<file path="src/design/kmc_pkg.sv">
`default_nettype none

package kmc_pkg;

    // default sizes of the stores
    localparam int DEF_MAX_ROWS     = 16;
    localparam int DEF_MAX_COLUMNS  = 64;
    localparam int DEF_MAX_CLUSTERS = 8;

    // field widths
    localparam int FUNC_W = 2;
    localparam int COL_W  = 6;
    localparam int ROW_W  = 4;
    localparam int VAL_W  = 16;
    localparam int CTR_W  = 3;
    localparam int CLU_W  = 3;
    localparam int RND_W  = 8;
    localparam int IN_TDATA_W  = 32;
    localparam int OUT_TDATA_W = 24;
    localparam int CFG_IDX_W   = 2;
    localparam int CFG_DATA_W  = 8;

    // item kinds
    localparam logic [FUNC_W-1:0] FUNC_LOAD = 2'd0;
    localparam logic [FUNC_W-1:0] FUNC_SEED = 2'd1;
    localparam logic [FUNC_W-1:0] FUNC_RUN  = 2'd2;

    // register indexes
    localparam logic [CFG_IDX_W-1:0] CFG_ROWS    = 2'd0;
    localparam logic [CFG_IDX_W-1:0] CFG_COLUMNS = 2'd1;
    localparam logic [CFG_IDX_W-1:0] CFG_CLUSTER = 2'd2;
    localparam logic [CFG_IDX_W-1:0] CFG_MAX_IT  = 2'd3;

    // commands from controller to datapath
    typedef struct packed {
        logic load_we;
        logic seed_latch;
        logic run_init;
        logic round_init;
        logic s_clr;
        logic s_inc;
        logic k_clr;
        logic k_inc;
        logic g_clr;
        logic g_inc;
        logic best_clr;
        logic acc_clr;
        logic a_acc;
        logic a_cmp;
        logic l_wr;
        logic z_clr;
        logic sum_clr;
        logic u_add;
        logic u_gend;
        logic u_inval;
        logic div_start;
        logic c_wr;
        logic c_seed;
        logic seed_done;
        logic round_end;
        logic o_ld;
    } t_cmd;

    // status from datapath to controller
    typedef struct packed {
        logic ok_load;
        logic ok_seed;
        logic g_last;
        logic g_seed_last;
        logic s_last;
        logic k_end;
        logic k_valid;
        logic z_zero;
        logic div_busy;
        logic again;
    } t_sts;

endpackage

`default_nettype wire

</file>
<file path="src/design/kmc_ctrl.sv">
`default_nettype none

module kmc_ctrl import kmc_pkg::*; (
    input  wire logic              i_clk,
    input  wire logic              i_rst_n,
    input  wire logic              i_in_valid,
    input  wire logic [FUNC_W-1:0] i_func,
    output logic                   o_in_ready,
    output logic                   o_out_valid,
    input  wire logic              i_out_ready,
    input  wire t_sts              i_sts,
    output t_cmd                   o_cmd
);

    localparam logic [4:0] ST_IDLE  = 5'd0;
    localparam logic [4:0] ST_SRD   = 5'd1;
    localparam logic [4:0] ST_SWR   = 5'd2;
    localparam logic [4:0] ST_ACOL  = 5'd3;
    localparam logic [4:0] ST_AKCHK = 5'd4;
    localparam logic [4:0] ST_ARD   = 5'd5;
    localparam logic [4:0] ST_ADIF  = 5'd6;
    localparam logic [4:0] ST_AACC  = 5'd7;
    localparam logic [4:0] ST_ACMP  = 5'd8;
    localparam logic [4:0] ST_UK    = 5'd9;
    localparam logic [4:0] ST_UG    = 5'd10;
    localparam logic [4:0] ST_URD   = 5'd11;
    localparam logic [4:0] ST_UADD  = 5'd12;
    localparam logic [4:0] ST_UGEND = 5'd13;
    localparam logic [4:0] ST_UZCHK = 5'd14;
    localparam logic [4:0] ST_UDRD  = 5'd15;
    localparam logic [4:0] ST_UDST  = 5'd16;
    localparam logic [4:0] ST_UDIV  = 5'd17;
    localparam logic [4:0] ST_REND  = 5'd18;
    localparam logic [4:0] ST_RCHK  = 5'd19;
    localparam logic [4:0] ST_ORD   = 5'd20;
    localparam logic [4:0] ST_OLD   = 5'd21;
    localparam logic [4:0] ST_OWAIT = 5'd22;

    logic [4:0] r_state;
    logic [4:0] n_state;

    assign o_in_ready  = (r_state == ST_IDLE);
    assign o_out_valid = (r_state == ST_OWAIT);

    always_ff @(posedge i_clk) begin
        if (!i_rst_n) begin
            r_state <= ST_IDLE;
        end else begin
            r_state <= n_state;
        end
    end

    // next state and commands
    always_comb begin
        n_state = r_state;
        o_cmd   = '0;
        case (r_state)
            ST_IDLE: begin
                if (i_in_valid) begin
                    case (i_func)
                        FUNC_LOAD: begin
                            o_cmd.load_we = i_sts.ok_load;
                        end
                        FUNC_SEED: begin
                            if (i_sts.ok_seed) begin
                                o_cmd.seed_latch = 1'b1;
                                n_state = ST_SRD;
                            end
                        end
                        FUNC_RUN: begin
                            o_cmd.run_init = 1'b1;
                            o_cmd.s_clr    = 1'b1;
                            n_state = ST_ACOL;
                        end
                        default: begin
                        end
                    endcase
                end
            end
            // seed copies one row at a time, a read state then a write state
            ST_SRD: n_state = ST_SWR;
            ST_SWR: begin
                o_cmd.c_wr   = 1'b1;
                o_cmd.c_seed = 1'b1;
                if (i_sts.g_seed_last) begin
                    o_cmd.seed_done = 1'b1;
                    n_state = ST_IDLE;
                end else begin
                    o_cmd.g_inc = 1'b1;
                    n_state = ST_SRD;
                end
            end
            // assignment: per column, scan centers
            ST_ACOL: begin
                o_cmd.best_clr = 1'b1;
                o_cmd.k_clr    = 1'b1;
                n_state = ST_AKCHK;
            end
            ST_AKCHK: begin
                if (i_sts.k_end) begin
                    o_cmd.l_wr = 1'b1;
                    if (i_sts.s_last) begin
                        o_cmd.k_clr = 1'b1;
                        n_state = ST_UK;
                    end else begin
                        o_cmd.s_inc = 1'b1;
                        n_state = ST_ACOL;
                    end
                end else if (!i_sts.k_valid) begin
                    o_cmd.k_inc = 1'b1;
                end else begin
                    o_cmd.g_clr   = 1'b1;
                    o_cmd.acc_clr = 1'b1;
                    n_state = ST_ARD;
                end
            end
            ST_ARD:  n_state = ST_ADIF;
            ST_ADIF: n_state = ST_AACC;
            ST_AACC: begin
                o_cmd.a_acc = 1'b1;
                if (i_sts.g_last) begin
                    n_state = ST_ACMP;
                end else begin
                    o_cmd.g_inc = 1'b1;
                    n_state = ST_ARD;
                end
            end
            ST_ACMP: begin
                o_cmd.a_cmp = 1'b1;
                o_cmd.k_inc = 1'b1;
                n_state = ST_AKCHK;
            end
            // update: row sums per center, then normalize
            ST_UK: begin
                if (i_sts.k_end) begin
                    n_state = ST_REND;
                end else begin
                    o_cmd.z_clr = 1'b1;
                    o_cmd.g_clr = 1'b1;
                    n_state = ST_UG;
                end
            end
            ST_UG: begin
                o_cmd.sum_clr = 1'b1;
                o_cmd.s_clr   = 1'b1;
                n_state = ST_URD;
            end
            ST_URD: n_state = ST_UADD;
            ST_UADD: begin
                o_cmd.u_add = 1'b1;
                if (i_sts.s_last) begin
                    n_state = ST_UGEND;
                end else begin
                    o_cmd.s_inc = 1'b1;
                    n_state = ST_URD;
                end
            end
            ST_UGEND: begin
                o_cmd.u_gend = 1'b1;
                if (i_sts.g_last) begin
                    n_state = ST_UZCHK;
                end else begin
                    o_cmd.g_inc = 1'b1;
                    n_state = ST_UG;
                end
            end
            ST_UZCHK: begin
                if (i_sts.z_zero) begin
                    o_cmd.u_inval = 1'b1;
                    o_cmd.k_inc   = 1'b1;
                    n_state = ST_UK;
                end else begin
                    o_cmd.g_clr = 1'b1;
                    n_state = ST_UDRD;
                end
            end
            ST_UDRD: n_state = ST_UDST;
            ST_UDST: begin
                o_cmd.div_start = 1'b1;
                n_state = ST_UDIV;
            end
            ST_UDIV: begin
                if (!i_sts.div_busy) begin
                    o_cmd.c_wr = 1'b1;
                    if (i_sts.g_last) begin
                        o_cmd.k_inc = 1'b1;
                        n_state = ST_UK;
                    end else begin
                        o_cmd.g_inc = 1'b1;
                        n_state = ST_UDRD;
                    end
                end
            end
            // end of round
            ST_REND: begin
                o_cmd.round_end = 1'b1;
                n_state = ST_RCHK;
            end
            ST_RCHK: begin
                o_cmd.s_clr = 1'b1;
                if (i_sts.again) begin
                    o_cmd.round_init = 1'b1;
                    n_state = ST_ACOL;
                end else begin
                    n_state = ST_ORD;
                end
            end
            // label output, one transfer per column
            ST_ORD: n_state = ST_OLD;
            ST_OLD: begin
                o_cmd.o_ld = 1'b1;
                n_state = ST_OWAIT;
            end
            ST_OWAIT: begin
                if (i_out_ready) begin
                    if (i_sts.s_last) begin
                        n_state = ST_IDLE;
                    end else begin
                        o_cmd.s_inc = 1'b1;
                        n_state = ST_ORD;
                    end
                end
            end
            default: n_state = ST_IDLE;
        endcase
    end

endmodule

`default_nettype wire

</file>
<file path="config.mk">
export PLATFORM = sky130hd
export DESIGN_NAME = kmc_ctrl
export DESIGN_NICKNAME = d
export VERILOG_FILES = /design/src/design/kmc_pkg.sv /design/src/design/kmc_ctrl.sv
export SDC_FILE = /design/constraint.sdc
export NUM_CORES = 1
export LEC_CHECK = 0
export BUFFER_PORTS_ARGS = -buffer_cell sky130_fd_sc_hd__buf_2
export CAP_MARGIN = 10
export CORE_MARGIN = 2
export CORE_UTILIZATION = 47
export DETAILED_ROUTE_END_ITERATION = 10
export GPL_ROUTABILITY_DRIVEN = 0
export MAX_ROUTING_LAYER = met4
export PLACE_DENSITY_LB_ADDON = 0.1
export REMOVE_ABC_BUFFERS = 1
export SLEW_MARGIN = 10
export SYNTH_ARGS = -nofsm -noshare
export SYNTH_HDL_FRONTEND = slang
export SYNTH_SLANG_ARGS = --single-unit
</file>
<file path="constraint.sdc">
create_clock -name i_clk -period 2.23 [get_ports i_clk]
set_clock_uncertainty 0.2 [all_clocks]
set_input_delay 0.1115 -clock i_clk [delete_from_list [all_inputs] [get_ports i_clk]]
set_output_delay 0.1115 -clock i_clk [all_outputs]
set_load 0.02 [all_outputs]
</file>
==> metrics.txt <==
Core ar. 1980 um2; Clock Latency Late Sink ~240 ps; Crit path largest cell delay a little over 600 ps; Ports 44; Crit path buffers/inverters 1; register area share after synthesis between 10% and 20%; Ant. Diodes 0; Leak 0.000631 uW; Vias 1,389; critical-path cell list or4b_4 -> nor3b_2 -> nand2_1 -> o21ai_0 -> buf_2; fin area approximately 1400 um2; largest net degree at the start of global routing 21; Largest register FFs 5; Max Slew Vio Count 0; clk sink count 5; Die W between 40 and 50 um; distinct cell type count after synthesis between 50 and 60; synthesized instance count between 100 and 150; hpwl dp 2600 um; RSZ-0062 raised after global routing true; Initial Util around half; min Tclk post-route approximately 2200 ps; Root Buffer clkbuf_4; Clock transition at path regs around 40 ps; reg2reg start r_state[3]; commonest non-fill, non-tap cell in the layout buf_2; first-pass GRT wire length around 5300 um; Worst EP arrival roughly 1800 ps; Die ar. approximately 2500 um2; Setup crit end kind output pin; Power Density a little over 300 nW/um2; Post-route DRC 0; Top FF cell, synth dfxtp_1; Crit Path Max Fanout 13; Max Cap Viol 0; Tightest Pin Transition around 350 ps; Nets ~220; Avg Synthesized Cell Area 6.70 um2; Finish-stage setup viols 0; synthesized area around 990 um2; Area Growth Syn to Fin 37.3%; vias in the first global route approximately 1,200; row count 16; dpl cell area between 1000 and 1500 um2; H-tree Lvls 1; # Post-CTS Setup Buffers 0; CTS Buf Count 3; initial antenna violation count 0; final hold vios 0; final worst-path cycle share between 90% and 100%; CP required about 1900 ps; average routed wire per standard cell around 15 um; synth warn 0; Setup CP Type reg -> out; Total GRT Usage a little over a quarter; final design utilization between 60% and 70%; DRT Wirelength ~3400 um; Final ANT Viol Nets 0; initial DRC count 52; flops & latches, synth 5; grt total ovfl 0; FFs w/ async S/R, synth 0%; slowest CP cell or4b_4; Port Buf Inserts between 40 and 50; Achievable Freq about 460 MHz; Hold Path Class in -> reg; Max rail drop VDD around 0.35 mV; Worst setup startpoint r_state[3]; CTS tree done; vias per cell between 6 and 7; Worst Setup Start Kind flop; Largest regs r_state: 5 flops; die height between 40 and 50 um; layout cell share with drive strength beyond 1 around two fifths; Hold Crit Start i_in_valid; delay-heaviest family, CP simple AND/OR/NAND/NOR gates; most frequent cells in the layout buf_2 (42), buf_4 (18), nor2_1 (16); Detailed Routing Iterations Pass 1 4; CTS Buffer Depth 2; Biggest register r_state; outcome completed; Max-slew headroom about three quarters; number of synthesized flops with an enable pin 0
==> cell type report <==
class / count / area, um2
timing repair buffer: 61 / 355
clock buffer: 4 / 26.3
fill: 168 / 619
inverter: 8 / 30.0
sequential: 5 / 109
tap: 27 / 33.8
multi-input combinational: 124 / 808
==> routing by layer <==
layer	wire (um)	track usage, %	vias to the layer above	part of all wire [%]
li1	-	-	660	-
met1	1420	32.1	660	42
met2	1680	51.3	67	50
met3	247	2.12	2	7.3
met4	14	5.09	0	0.42
met5	0	-	-	0
==> stage by stage <==
stage	hold slack [ps]	setup slack [ps]	cells	setup TNS, ps	power, uW
CTS	87.3	14.8	229	0	412
global placement	201	127	224	0	299
floorplan	44.9	-269	137	-456	220
detailed placement	206	75.0	224	0	304
finish	85.4	79.1	229	0	418
global route	102	-1.19	229	-1.19	440
==> cell usage after synthesis, types with 3 or more instances <==
cell | instances | area share, %
nor2_1 | 16 | 6.1
nor3_1 | 10 | 5.0
nand2b_1 | 8 | 5.0
dfxtp_1 | 5 | 10
a21oi_1 | 8 | 4.0
nor2b_1 | 5 | 3.2
nand3b_1 | 4 | 3.0
inv_1 | 7 | 2.6
mux2i_1 | 3 | 3.0
buf_2 | 7 | 3.5
o21ai_0 | 9 | 4.5
nand2_1 | 14 | 5.3
nand3_1 | 5 | 2.5
==> timing repair <==
item	4_1_cts	5_1_grt
resized for setup	4	5
cloned	0	0
hold buffers	1	0
hold endpoints to repair	5	0
setup endpoints to repair	2	3
==> where the power goes <==
group          switching, uW  internal [uW]  total [uW]
clock                   37.0           67.6         105
sequential              20.6           95.5         116
combinational            108           88.4         197
==> cells by family (layout without fill, tap and decap cells) <==
group / count (synthesis) / count (layout) / share of synthesized area, %
compound gates: 43 / 43 / 31.8
buf+inv: 19 / 73 / 9.58
flops: 5 / 5 / 10.1
mux: 3 / 3 / 3.03
simple gates: 77 / 77 / 44.6
xor+xnor: 1 / 1 / 0.883
==> tightest hold or removal path: stages <==
cell and delay [ps]:
buf_2 100, nand2_1 60, a211oi_2 100, o211a_1 110
==> final timing paths <==
kind | end | slack [ps] | cells after the start
max reg2reg | r_state[0] | 240 | 5
min reg2reg | r_state[3] | 550 | 2
min | r_state[3] | 90 | 4
max | o_cmd[19] | 80 | 5
Note: power is estimated with default switching activity, not from simulation.
